**src/hdl/swmf_pkg.sv**
```systemverilog
package swmf_pkg;

    localparam int MAX_WIDTH = 15;
    localparam int MIN_WIDTH = 3;
    localparam int DATA_W    = 8;
    localparam int WID_W     = 4;
    localparam int CNT_W     = $clog2(MAX_WIDTH + 1);
    localparam int IDX_W     = $clog2(MAX_WIDTH);
    localparam int HALF_W    = $clog2(MAX_WIDTH / 2 + 1);

    typedef struct packed {
        logic [DATA_W-1:0] value;
        logic              valid;
        logic              lt;
    } t_cell_link;

    typedef struct packed {
        logic              ins;
        logic              clr;
        logic [DATA_W-1:0] sample;
    } t_sort_cmd;

endpackage

```
**src/hdl/swmf_sort_cell.sv**
```systemverilog
module swmf_sort_cell (
    input  logic                  i_clk,
    input  logic                  i_rst_n,
    input  swmf_pkg::t_sort_cmd   i_cmd,
    input  swmf_pkg::t_cell_link  i_prev,
    output swmf_pkg::t_cell_link  o_link
);

    logic [swmf_pkg::DATA_W-1:0] r_value;
    logic                        r_valid;
    logic [swmf_pkg::DATA_W-1:0] n_value;
    logic                        n_valid;
    logic                        w_eff_valid;
    logic                        w_lt;

    // empty cells count as +inf, so they always sit above the sorted values
    assign w_eff_valid = r_valid & ~i_cmd.clr;
    assign w_lt        = ~w_eff_valid | (i_cmd.sample < r_value);

    assign o_link.value = r_value;
    assign o_link.valid = w_eff_valid;
    assign o_link.lt    = w_lt;

    always_comb begin
        n_value = r_value;
        n_valid = w_eff_valid;
        if (i_cmd.ins && w_lt) begin
            if (i_prev.lt) begin
                n_value = i_prev.value;
                n_valid = i_prev.valid;
            end else begin
                n_value = i_cmd.sample;
                n_valid = 1'b1;
            end
        end
    end

    always_ff @(posedge i_clk) begin
        if (!i_rst_n) begin
            r_valid <= 1'b0;
        end else begin
            r_valid <= n_valid;
        end
    end

    always_ff @(posedge i_clk) begin
        r_value <= n_value;
    end

endmodule

```
**src/hdl/swmf_sorter.sv**
```systemverilog
module swmf_sorter (
    input  logic                        i_clk,
    input  logic                        i_rst_n,
    input  swmf_pkg::t_sort_cmd         i_cmd,
    input  logic [swmf_pkg::IDX_W-1:0]  i_rank,
    output logic [swmf_pkg::DATA_W-1:0] o_value
);

    swmf_pkg::t_cell_link w_link [swmf_pkg::MAX_WIDTH+1];

    assign w_link[0] = '{value: '0, valid: 1'b0, lt: 1'b0};

    for (genvar g = 0; g < swmf_pkg::MAX_WIDTH; g++) begin : g_cell
        swmf_sort_cell u_cell (
            .i_clk  (i_clk),
            .i_rst_n(i_rst_n),
            .i_cmd  (i_cmd),
            .i_prev (w_link[g]),
            .o_link (w_link[g+1])
        );
    end

    always_comb begin
        o_value = '0;
        for (int i = 0; i < swmf_pkg::MAX_WIDTH; i++) begin
            if (i_rank == swmf_pkg::IDX_W'(i)) begin
                o_value = w_link[i+1].value;
            end
        end
    end

endmodule

```
**src/hdl/sliding_window_median_filter_unit.sv**
```systemverilog
// One-dimensional median filter over a stream of 8-bit samples.
// Input beats on i_s_axis_*: tdata holds the sample, tlast marks the final
// sample of a stream. Output beats on o_m_axis_*: tdata holds the median of
// one stream position, tlast marks the final median of the stream.
// i_cfg_wr_en/i_cfg_wr_data set the window width (3..15, others clamped);
// write it only while the block is idle.
// A beat is taken in S_IDLE, then S_EVAL decides whether a median is due.
// For each median the samples of its window (at most the width) enter a
// chain of 15 sorting cells one per cycle in S_FEED, then in S_PICK the
// middle cell is read into the output register. The input is held until
// S_EVAL finds no further median due for the beat and returns to S_IDLE.
// While the receiver stalls the output register holds and the
// block waits before loading the next median; the next input beat is taken
// while the final median of the previous one still waits.
// Reset is synchronous and active low: it empties the window, drops pending
// positions, clears the output and sets the window width to 3.
module sliding_window_median_filter_unit (
    input  logic       i_clk,
    input  logic       i_rst_n,
    input  logic       i_s_axis_tvalid,
    output logic       o_s_axis_tready,
    input  logic [7:0] i_s_axis_tdata,   // [7:0] sample
    input  logic       i_s_axis_tlast,
    output logic       o_m_axis_tvalid,
    input  logic       i_m_axis_tready,
    output logic [7:0] o_m_axis_tdata,   // [7:0] median
    output logic       o_m_axis_tlast,
    input  logic       i_cfg_wr_en,
    input  logic [3:0] i_cfg_wr_data
);

    localparam logic [1:0] S_IDLE = 2'd0;
    localparam logic [1:0] S_EVAL = 2'd1;
    localparam logic [1:0] S_FEED = 2'd2;
    localparam logic [1:0] S_PICK = 2'd3;

    logic [1:0]                        r_state;
    logic [swmf_pkg::WID_W-1:0]        r_width;
    logic [swmf_pkg::DATA_W-1:0]       r_win [swmf_pkg::MAX_WIDTH];
    logic [swmf_pkg::CNT_W-1:0]        r_filled;
    logic [swmf_pkg::CNT_W-1:0]        r_pend;
    logic                              r_is_last;
    logic [swmf_pkg::HALF_W-1:0]       r_half;
    logic [swmf_pkg::HALF_W-1:0]       r_ahead;
    logic [swmf_pkg::IDX_W-1:0]        r_k;
    logic [swmf_pkg::IDX_W-1:0]        r_hi;
    logic [swmf_pkg::IDX_W-1:0]        r_rank;
    logic                              r_res_last;
    logic                              r_first;
    logic                              r_out_valid;
    logic [swmf_pkg::DATA_W-1:0]       r_median;
    logic                              r_out_last;

    logic                              w_accept;
    logic                              w_out_free;
    logic [swmf_pkg::WID_W-1:0]        w_weff;
    logic [swmf_pkg::HALF_W-1:0]       w_half;
    logic [swmf_pkg::HALF_W-1:0]       w_ahead;
    logic                              w_due;
    logic [swmf_pkg::CNT_W-1:0]        w_d;
    logic [swmf_pkg::IDX_W-1:0]        w_lo;
    logic [swmf_pkg::CNT_W:0]          w_reach;
    logic [swmf_pkg::CNT_W:0]          w_top;
    logic [swmf_pkg::IDX_W-1:0]        w_hi;
    logic [swmf_pkg::CNT_W-1:0]        w_n;
    logic [swmf_pkg::DATA_W-1:0]       w_sorted;
    swmf_pkg::t_sort_cmd               w_cmd;

    assign w_accept   = i_s_axis_tvalid && o_s_axis_tready;
    assign w_out_free = !r_out_valid || i_m_axis_tready;

    assign o_s_axis_tready = (r_state == S_IDLE);
    assign o_m_axis_tvalid = r_out_valid;
    assign o_m_axis_tdata  = r_median;
    assign o_m_axis_tlast  = r_out_last;

    always_comb begin
        if (r_width < swmf_pkg::WID_W'(swmf_pkg::MIN_WIDTH)) begin
            w_weff = swmf_pkg::WID_W'(swmf_pkg::MIN_WIDTH);
        end else if (r_width > swmf_pkg::WID_W'(swmf_pkg::MAX_WIDTH)) begin
            w_weff = swmf_pkg::WID_W'(swmf_pkg::MAX_WIDTH);
        end else begin
            w_weff = r_width;
        end
        w_half  = swmf_pkg::HALF_W'(w_weff >> 1);
        w_ahead = swmf_pkg::HALF_W'(w_weff - swmf_pkg::WID_W'(1) - swmf_pkg::WID_W'(w_half));
    end

    // window bounds of the oldest pending position
    always_comb begin
        w_due   = r_is_last ? (r_pend != '0)
                            : (r_pend > swmf_pkg::CNT_W'(r_ahead));
        w_d     = r_pend - swmf_pkg::CNT_W'(1);
        w_lo    = (w_d > swmf_pkg::CNT_W'(r_ahead))
                ? swmf_pkg::IDX_W'(w_d - swmf_pkg::CNT_W'(r_ahead)) : '0;
        w_reach = {1'b0, w_d} + (swmf_pkg::CNT_W+1)'(r_half);
        w_top   = {1'b0, r_filled - swmf_pkg::CNT_W'(1)};
        w_hi    = (w_reach < w_top) ? swmf_pkg::IDX_W'(w_reach) : swmf_pkg::IDX_W'(w_top);
        w_n     = swmf_pkg::CNT_W'(w_hi - w_lo) + swmf_pkg::CNT_W'(1);
    end

    assign w_cmd.ins    = (r_state == S_FEED);
    assign w_cmd.clr    = r_first;
    assign w_cmd.sample = r_win[r_k];

    swmf_sorter u_sorter (
        .i_clk  (i_clk),
        .i_rst_n(i_rst_n),
        .i_cmd  (w_cmd),
        .i_rank (r_rank),
        .o_value(w_sorted)
    );

    always_ff @(posedge i_clk) begin
        if (!i_rst_n) begin
            r_width <= swmf_pkg::WID_W'(swmf_pkg::MIN_WIDTH);
        end else if (i_cfg_wr_en) begin
            r_width <= i_cfg_wr_data;
        end
    end

    always_ff @(posedge i_clk) begin
        if (!i_rst_n) begin
            r_state     <= S_IDLE;
            r_filled    <= '0;
            r_pend      <= '0;
            r_is_last   <= 1'b0;
            r_first     <= 1'b0;
            r_out_valid <= 1'b0;
        end else begin
            if (r_state == S_PICK && w_out_free) begin
                r_out_valid <= 1'b1;
            end else if (i_m_axis_tready) begin
                r_out_valid <= 1'b0;
            end
            unique case (r_state)
                S_IDLE: begin
                    if (w_accept) begin
                        if (r_filled < swmf_pkg::CNT_W'(swmf_pkg::MAX_WIDTH)) begin
                            r_filled <= r_filled + swmf_pkg::CNT_W'(1);
                        end
                        if (r_pend < swmf_pkg::CNT_W'(swmf_pkg::MAX_WIDTH)) begin
                            r_pend <= r_pend + swmf_pkg::CNT_W'(1);
                        end
                        r_is_last <= i_s_axis_tlast;
                        r_state   <= S_EVAL;
                    end
                end
                S_EVAL: begin
                    if (w_due) begin
                        r_pend  <= w_d;
                        r_first <= 1'b1;
                        r_state <= S_FEED;
                    end else begin
                        if (r_is_last) begin
                            r_filled <= '0;
                            r_pend   <= '0;
                        end
                        r_state <= S_IDLE;
                    end
                end
                S_FEED: begin
                    r_first <= 1'b0;
                    if (r_k == r_hi) begin
                        r_state <= S_PICK;
                    end
                end
                S_PICK: begin
                    if (w_out_free) begin
                        r_state <= S_EVAL;
                    end
                end
                default: begin
                    r_state <= S_IDLE;
                end
            endcase
        end
    end

    always_ff @(posedge i_clk) begin
        if (w_accept) begin
            r_win[0] <= i_s_axis_tdata;
            for (int i = 1; i < swmf_pkg::MAX_WIDTH; i++) begin
                r_win[i] <= r_win[i-1];
            end
            r_half  <= w_half;
            r_ahead <= w_ahead;
        end
        if (r_state == S_EVAL) begin
            r_k        <= w_lo;
            r_hi       <= w_hi;
            r_rank     <= swmf_pkg::IDX_W'(w_n >> 1);
            r_res_last <= r_is_last && (w_d == '0);
        end else if (r_state == S_FEED) begin
            r_k <= r_k + swmf_pkg::IDX_W'(1);
        end
        if (r_state == S_PICK && w_out_free) begin
            r_median   <= w_sorted;
            r_out_last <= r_res_last;
        end
    end

endmodule

```
**config.mk**
```make
export PLATFORM = sky130hd
export DESIGN_NAME = sliding_window_median_filter_unit
export DESIGN_NICKNAME = d
export VERILOG_FILES = /design/src/hdl/swmf_pkg.sv /design/src/hdl/swmf_sort_cell.sv /design/src/hdl/swmf_sorter.sv /design/src/hdl/sliding_window_median_filter_unit.sv
export SDC_FILE = /design/constraint.sdc
export NUM_CORES = 1
export LEC_CHECK = 0
export BUFFER_PORTS_ARGS = -buffer_cell sky130_fd_sc_hd__buf_2
export CAP_MARGIN = 0
export CORE_UTILIZATION = 35
export DETAILED_ROUTE_END_ITERATION = 12
export GPL_ROUTABILITY_DRIVEN = 1
export SLEW_MARGIN = 20
export SYNTH_ARGS = -nofsm -noshare
export SYNTH_HDL_FRONTEND = slang
export SYNTH_HIERARCHICAL = 1
export SYNTH_SLANG_ARGS = --single-unit
```
**constraint.sdc**
```tcl
create_clock -name i_clk -period 8.4 [get_ports i_clk]
set_input_delay 0.84 -clock i_clk [delete_from_list [all_inputs] [get_ports i_clk]]
set_output_delay 0.84 -clock i_clk [all_outputs]
set_load 0.01 [all_outputs]
```
==> summary.txt, run 1 <==
Final layout
  • Commonest non-fill, non-tap cell in the layout: edfxtp_1
  • Nets: between 1500 and 2000
  • Most frequent cells in the layout: edfxtp_1 (267), inv_1 (136), mux2_2 (135), ha_1 (133)
  • Share of cells above drive strength 1: 0.242
  • N_diodes: 0
  • Area grow syn2layout: 10.5%

Clocking
  • CTS tree: built
  • Post-CTS Setup Bufs: 0
  • Hold buffer count at CTS: 0
  • Htree depth: 2
  • Resized Gates After CTS: 0
  • CTS sink cnt: a little over 300
  • CTS buffer count: 36
  • Bufs on Longest Clock Path: 3
  • Root buffer cell: clkbuf_16
  • Clk_lat worst skew: between 0.5 and 0.6 ns
  • Clock transition at the registers of the reported paths: approximately 0.050 ns

Critical path
  • CP Buf/Inv Count: 5
  • Critical Path End Type: flop
  • Worst EP arrival: between 5 and 6 ns
  • Top Family by Delay on Critical Path: adder cells
  • Max Fanout on Critical Path: 8
  • Worst reg-to-reg setup slack: 3.66 ns
  • Worst path max stage delay: between 0.4 and 0.5 ns
  • CP Cell Sequence: inv_1, ha_1, inv_1, ha_1, a21o_1, a21oi_1, xnor2_1, inv_1, ha_1, a221oi_4, mux2_2, ha_1, inv_1, ha_1, inv_1, fa_1, xor2_1, xnor2_1, xnor2_1
  • CP required: a little under 9 ns
  • Crit path max-delay cell type: dfxtp_1
  • Crit Path Class: reg2reg
  • Register-to-Register Path Depth: 19
  • Reg-to-Reg End: r_rank[2]
  • Reg2reg start: r_pend[0]
  • CP Launch Type: flop
  • Critical Path Stages: 19

Place
  • Hpwl dp: about 27000 µm
  • Routability congestion estimate: approximately 0.86
  • # port buffers: 28

Logic synthesis
  • Post-Syn Area: between 0.015 and 0.02 mm²
  • Syn Area/Cell: around 13 µm²
  • Mapped Cells: 1381
  • Yosys Warn Count: 6

Die
  • Chip Height: 230 µm
  • Top Ports: 29
  • Core area: 0.0514 mm²
  • Die W: 230 µm
  • Die area: roughly 0.053 mm²
  • Starting Density: 0.355
  • Row count: between 80 and 90

Timing
  • Min Clock Period, post-route: 4.74 ns
  • Actual slew at the worst max-slew pin: a little under 1 ns
  • Final hold vios: 0
  • Tcrit/Tclk final: 0.564
  • Max transition margin: 0.356
  • Setup Viol. Count Final: 0
  • Fmax: around 0.21 GHz
  • Final TNS setup: 0 ns
  • Unrepaired setup endpoints after global routing: no
  • Max Slew Vio Count: 0
  • Skew final: 0.0396 ns

Detailed routing
  • Via count: around 11000
  • DRC viols: 0
  • Final wirelength: 41100 µm
  • Routed vias/inst: 5.35
  • Pre-Repair DR Iteration Count: 5
  • Wire length per cell: approximately 20 µm
  • Final ANT Viol Nets: 0
  • DR iter-0 viols: 792

Power and ir drop
  • Final Power: 6.46 mW
  • P_leak: roughly 7.7 nW
  • Peak supply drop: between 150 and 200 µV
  • Cell Pwr Density: approximately 320 mW/mm²

Global routing
  • Global-route usage over all layers: 0.156
  • Largest net degree at the start of global routing: just over 90
  • Number of global-route vias before repair: between 10000 and 15000
  • First-pass GRT wire length: approximately 65000 µm
  • Total overflow reported by the global router: 0
  • Initial antenna violation count: 0

Min path
  • WHS Path Cells: 0
  • Hold Crit Class: reg2reg
  • Min-delay src: r_res_last
  • Endpoint, Worst Hold: o_m_axis_tlast

Job
  • Max-cap violation count: 0

Status
  • Status: completed
-- sequential cells by signal (all words and copies together), names as in the netlist, named ones only --
signal,flops
r_is_last,1
u_sorter/g_cell.u_cell/r_valid,15
r_hi,4
r_res_last,1
r_filled,4
r_half,3
u_sorter/g_cell.u_cell/r_value,120
r_width,4
r_win,120
o_m_axis_tlast,1
r_k,4
r_pend,4
o_m_axis_tvalid,1
r_first,1
o_m_axis_tdata,8
r_rank,3
r_ahead,3
r_state,2
-- per-layer routing --
metal	up-vias	GRT usage	wire length, µm
met5	-	0	0
met4	0	0.0474	1060
met3	77	0.0216	1650
met2	252	0.256	19400
met1	5651	0.212	18900
li1	5230	-	-
-- area by class of cell --
cell class	count	area (µm²)
flip-flops and latches	303	8740
clock buffers	50	983
multi-input cells	873	8590
repair buffers	38	219
clock inverters	15	284
fillers	4889	31200
inverters	138	520
well taps	680	851
-- worst max-delay path by stage --
| stage | from | slack, ns | to |
|---|---|---|---|
| finish | r_pend[0] | 3.66 | r_rank[2] |
| global route | r_pend[0] | 3.35 | r_rank[2] |
| CTS | r_pend[0] | 3.62 | r_rank[2] |
| detailed placement | r_pend[0] | 3.62 | r_rank[2] |
| global placement | r_pend[0] | 3.76 | r_rank[2] |
| floorplan | r_pend[0] | 3.97 | r_rank[2] |
-- metrics by stage --
step | cell area (µm²) | worst slack, ns | cells | hold WS (ns) | utilization
6_report | 20200 | 3.66 | 2097 | 0.428 | 0.393
5_1_grt | 20200 | 3.35 | 2097 | 0.439 | 0.393
4_1_cts | 20200 | 3.62 | 2097 | 0.435 | 0.393
3_5_place_dp | 18900 | 3.62 | 2032 | 0.408 | 0.368
3_3_place_gp | 18900 | 3.76 | 2032 | 0.403 | 0.368
2_1_floorplan | 18300 | 3.97 | 1395 | 0.400 | -
-- power by group --
| group | switching, mW | leakage, nW | internal (mW) |
|---|---|---|---|
| sequential | 0.0754 | 2.77 | 1.80 |
| combinational | 1.68 | 4.29 | 1.24 |
| clock | 0.642 | 0.603 | 1.02 |
(Power assumes the default switching activity.)
==> run 2: changes to the inputs <==
clock period = 4.8 ns   (was 8.4 ns; I/O delays follow)
==> run 2 against run 1 <==
Compared with the run above: sequential cell count unchanged; design area increased by 0.30%; clock-buffer cell count decreased by 8; register-to-register slack got worse by 3.4 ns; fmax increased by 4.6%; hold slack got worse by 0.33 ns; sequential power increased by 81%; first-iteration DRC count decreased by 1.6%; critical path depth unchanged; via count decreased by 0.28%; clock power increased by 51%; critical endpoint unchanged; largest cell class unchanged.
==> summary.txt, run 2 (synthesis gave the netlist of run 1 again) <==
Status
  • Status: completed

Min path
  • WHS Path Cells: 1
  • Endpoint, Worst Hold: r_win[0][5]
  • Hold Crit Class: in2reg
  • Min-delay src: i_s_axis_tdata[5]

Final layout
  • Final non-filler cell total: between 2000 and 2500
  • Share of cells above drive strength 1: 0.256
  • N_diodes: 0
  • Commonest non-fill, non-tap cell in the layout: edfxtp_1
  • Largest registers: r_win x120, u_sorter/g_cell.u_cell/r_value x120, u_sorter/g_cell.u_cell/r_valid x15
  • Layout fillers: ~4800
  • Area grow syn2layout: 10.8%
  • Most frequent cells in the layout: edfxtp_1 (267), inv_1 (136), mux2_2 (135), ha_1 (133)
  • Nets: roughly 1600

Detailed routing
  • Via count: approximately 11000
  • Final wirelength: a little over 40000 µm
  • Routed vias/inst: about 5.3
  • DR iter-0 viols: 779
  • Pre-Repair DR Iteration Count: 7
  • Wire length per cell: just under 20 µm
  • DRC viols: 0
  • Final ANT Viol Nets: 0

Timing
  • Tcrit/Tclk final: 0.944
  • Skew final: approximately 0.025 ns
  • Unrepaired setup endpoints after global routing: no
  • Final hold vios: 0
  • Final TNS setup: 0 ns
  • Setup WS post-layout: 0.268 ns
  • Setup Viol. Count Final: 0
  • Max transition margin: 0.320
  • Actual slew at the worst max-slew pin: 1.02 ns
  • Min Clock Period, post-route: about 4.5 ns
  • Max Slew Vio Count: 0
  • Fmax: 0.221 GHz

Clocking
  • Clock transition at the registers of the reported paths: 0.06 ns
  • CTS buffer count: 35
  • Post-CTS Setup Bufs: 0
  • CTS sink cnt: ~300
  • CTS tree: built
  • Hold buffer count at CTS: 0
  • Resized Gates After CTS: 0
  • Bufs on Longest Clock Path: 3
  • Root buffer cell: clkbuf_16
  • Clk_lat worst skew: 0.56 ns
  • Htree depth: 2

Critical path
  • Reg-to-Reg End: r_rank[2]
  • CP Launch Type: flop
  • Critical Path End Type: flop
  • Reg2reg start: r_pend[1]
  • Worst EP arrival: ~4.8 ns
  • CP required: between 5 and 6 ns
  • Register-to-Register Path Depth: 19
  • CP Cell Sequence: inv_1, ha_1, inv_1, ha_1, a21o_1, a21oi_1, xnor2_1, inv_1, ha_1, a221oi_4, mux2_2, ha_1, inv_1, ha_1, inv_1, fa_1, xor2_1, xnor2_1, xnor2_1
  • CP Buf/Inv Count: 5
  • Max Fanout on Critical Path: 7
  • Crit path max-delay cell type: dfxtp_1
  • Worst reg-to-reg setup slack: around 0.27 ns
  • Crit Path Class: reg2reg
  • Top Family by Delay on Critical Path: adder cells
  • Worst path max stage delay: 0.46 ns

Die
  • Starting Density: 0.355
  • Die W: 230 µm
  • Die area: 0.0531 mm²
  • Top Ports: 29
  • Row count: a little over 80
  • Core area: 0.0514 mm²
  • Chip Height: 230 µm

Global routing
  • Initial antenna violation count: 0
  • First-pass GRT wire length: ~66000 µm
  • Number of global-route vias before repair: roughly 11000
  • Total overflow reported by the global router: 0
  • Global-route usage over all layers: 0.157
  • Largest net degree at the start of global routing: between 60 and 70

Place
  • Routability congestion estimate: about 0.85
  • Placed cells: between 2000 and 2500
  • Hpwl dp: approximately 28000 µm
  • Place WS: between 0.2 and 0.3 ns
  • # port buffers: 28

Power and ir drop
  • P_leak: 7.76 nW
  • Peak supply drop: about 320 µV
  • Cell Pwr Density: between 500 and 600 mW/mm²

Job
  • Max-cap violation count: 0
==> run 2: how the worst max path moves through the flow <==
stage                     startpoint         to  slack (ns)  cells after the start
final                      r_pend[1]  r_rank[2]        0.27                     19
after global routing       r_pend[1]  r_rank[2]       0.006                     19
after CTS                  r_pend[1]  r_rank[2]        0.27                     19
after detailed placement   r_pend[1]  r_rank[2]        0.26                     19
after global placement     r_pend[1]  r_rank[2]        0.37                     19
after floorplan            r_pend[0]  r_rank[2]        0.37                     19
==> run 2: report_power, final <==
group | switching [mW] | internal (mW) | total, mW
logic | 2.89 | 2.29 | 5.19
clock network | 1.12 | 1.39 | 2.51
registers | 0.228 | 3.15 | 3.38
total | 4.24 | 6.83 | 11.1
==> run 2: worst register-to-register path: stages, from the launching register on <==
cell and delay, ns:
dfxtp_1 0.46, inv_1 0.11, ha_1 0.40, inv_1 0.12
ha_1 0.28, a21o_1 0.17, a21oi_1 0.17, xnor2_1 0.17
inv_1 0.07, ha_1 0.33, a221oi_4 0.29, mux2_2 0.38
ha_1 0.29, inv_1 0.06, ha_1 0.13, inv_1 0.05
fa_1 0.37, xor2_1 0.16, xnor2_1 0.14, xnor2_1 0.13
==> run 2: cell type report <==
type,count,area [µm²],share of cell area
multi-input cells,873,8590,0.424
inverters,138,520,0.0257
well taps,680,851,0.0420
clock inverters,22,140,0.00692
flip-flops and latches,303,8740,0.432
clock buffers,42,922,0.0455
repair buffers,69,485,0.0240
==> run 2: through the flow <==
| stage | power [mW] | cell area, µm² | utilization | hold slack, ns |
|---|---|---|---|---|
| 2_1_floorplan | 7.30 | 18300 | - | 0.400 |
| 3_3_place_gp | 8.48 | 19200 | 0.373 | 0.411 |
| 3_5_place_dp | 8.62 | 19200 | 0.373 | 0.418 |
| 4_1_cts | 11.2 | 20200 | 0.394 | 0.0750 |
| 5_1_grt | 11.8 | 20200 | 0.394 | 0.0657 |
| 6_report | 11.1 | 20200 | 0.394 | 0.0996 |
==> run 2: per-layer routing <==
layer	global-route usage	wire, µm
met1	0.214	19200
met2	0.256	19700
met3	0.0354	2060
met4	0.0323	544
met5	0	0
==> run 3: changes to the inputs <==
ABC_AREA = 1   (was not set)
CORE_MARGIN = 5   (was not set)
CORE_UTILIZATION = 40   (was 35)
==> run 3 against run 2 <==
Compared with the run above: first-iteration DRC count rose by 19%; register-to-register slack improved by 0.15 ns; clock skew fell by 0.0059 ns; design area fell by 1.7%; synthesized area fell by 1.6%; clock-buffer cell count rose by 6; sequential share of layout area rose by 0.76 points.
==> summary.txt, run 3 <==
Detailed routing
  • DR iter-0 viols: ~900
  • Routed vias/inst: just under 5
  • Final wirelength: 41500 µm
  • Final ANT Viol Nets: 0
  • Via count: between 10000 and 15000
  • Wire length per cell: roughly 15 µm
  • Pre-Repair DR Iteration Count: 5
  • DRC viols: 0

Critical path
  • Critical Path End Type: flop
  • Register-to-Register Path Depth: 27
  • Worst reg-to-reg setup slack: 0.41 ns
  • Reg2reg start: r_pend[0]
  • Crit Path Class: reg2reg
  • CP Launch Type: flop
  • Setup crit start: r_pend[0]
  • Worst EP arrival: between 4 and 5 ns
  • Reg-to-Reg End: r_rank[2]
  • CP required: 5.10 ns
  • Max Fanout on Critical Path: 7
  • CP endpoint: r_rank[2]

Clocking
  • CTS sink cnt: 303
  • Clock transition at the registers of the reported paths: 0.06 ns
  • CTS buffer count: 37
  • Htree depth: 2
  • Bufs on Longest Clock Path: 3
  • Post-CTS Setup Bufs: 0
  • Clk_lat worst skew: approximately 0.55 ns
  • Hold buffer count at CTS: 0
  • Root buffer cell: clkbuf_16
  • CTS tree: built
  • Resized Gates After CTS: 0

Die
  • Chip Height: roughly 220 µm
  • Core area: between 0.04 and 0.05 mm²
  • Die W: roughly 220 µm
  • Starting Density: 0.406
  • Die area: approximately 0.049 mm²
  • Top Ports: 29
  • Row count: 77

Logic synthesis
  • Yosys Warn Count: 6
  • Post-Syn Area: about 0.018 mm²
  • Mapped Cells: ~2100
  • Syn Area/Cell: approximately 8.6 µm²

Final layout
  • Commonest non-fill, non-tap cell in the layout: nand2_1
  • Most frequent cells in the layout: nand2_1 (692), inv_1 (296), edfxtp_1 (267), nor2_1 (174), ha_1 (133)
  • N_diodes: 0
  • Share of cells above drive strength 1: 0.101
  • Nets: between 2000 and 2500
  • Utilization after layout: 0.449
  • Area grow syn2layout: 10.7%
  • Largest registers: r_win x120, u_sorter/g_cell.u_cell/r_value x120, u_sorter/g_cell.u_cell/r_valid x15

Global routing
  • Number of global-route vias before repair: ~13000
  • Total overflow reported by the global router: 0
  • Global-route usage over all layers: 0.168
  • First-pass GRT wire length: 67900 µm
  • Largest net degree at the start of global routing: 63
  • Initial antenna violation count: 0

Min path
  • Hold Crit Class: in2reg
  • Min-delay src: i_s_axis_tdata[1]
  • WHS Path Cells: 1

Place
  • # port buffers: 28
  • Hpwl dp: ~29000 µm
  • Routability congestion estimate: a little under 0.9

Timing
  • Fmax: approximately 0.23 GHz
  • Max Slew Vio Count: 0
  • Final TNS setup: 0 ns
  • Unrepaired setup endpoints after global routing: no
  • Tcrit/Tclk final: 0.914
  • Actual slew at the worst max-slew pin: slightly above 0.9 ns
  • Max transition margin: 0.382
  • Skew final: 0.0193 ns
  • Final hold vios: 0
  • Min Clock Period, post-route: 4.39 ns
  • Setup Viol. Count Final: 0

Status
  • Status: completed

Job
  • Max-cap violation count: 0
==> run 3: stage by stage <==
| step | setup WS (ns) | cells | hold WS (ns) | instance area, µm² |
|---|---|---|---|---|
| finish | 0.415 | 2756 | 0.103 | 19900 |
| global route | 0.0322 | 2756 | 0.0766 | 19900 |
| CTS | 0.455 | 2756 | 0.0705 | 19900 |
| detailed placement | 0.477 | 2688 | 0.409 | 18700 |
| global placement | 0.648 | 2688 | 0.408 | 18700 |
| floorplan | 0.862 | 2102 | 0.400 | 18000 |
==> run 3: routing by layer <==
layer  vias up  wire [µm]  global-route usage
li1       6852          -                   -
met1      6372      18600               0.216
met2       274      19600               0.288
met3        78       1950              0.0282
met4         0       1280              0.0557
met5         -          0                   0
==> run 3: final cells by class <==
type | count | area, µm²
multi-input combinational | 1425 | 7690
clock inverter | 20 | 168
tap | 592 | 741
fill | 4285 | 24400
sequential | 303 | 8740
timing repair buffer | 64 | 423
clock buffer | 48 | 997
inverter | 304 | 1140
==> run 3: worst min path at each step <==
| stage | end | slack, ns |
|---|---|---|
| floorplan | o_m_axis_tlast | 0.40 |
| global placement | o_m_axis_tlast | 0.41 |
| detailed placement | o_m_axis_tlast | 0.41 |
| CTS | r_win[0][3] | 0.07 |
| global route | r_win[0][1] | 0.08 |
| finish | r_win[0][1] | 0.10 |
==> run 3: worst max-delay path: stages, from the launching register on <==
cell and delay [ns]:
dfxtp_1 0.42, inv_1 0.16, ha_1 0.27, xnor2_1 0.23, inv_1 0.11, ha_1 0.35
nand2_1 0.08, nand2_1 0.05, nor2_1 0.14, inv_1 0.05, nand2_1 0.06, nand2_1 0.07
ha_1 0.29, nand2_1 0.08, nand2_1 0.14, nand2_1 0.10, o21ai_1 0.08, ha_1 0.29
inv_1 0.06, ha_1 0.13, inv_1 0.05, fa_1 0.38, xnor2_1 0.16, nand3b_1 0.16
nand2_1 0.09, inv_1 0.05, nand2_1 0.06, nand2_1 0.04
Power of run 3 is left out: the tool's default activity adds up to more than one toggle a clock period on the data nets, which glitch-free logic cannot reach.
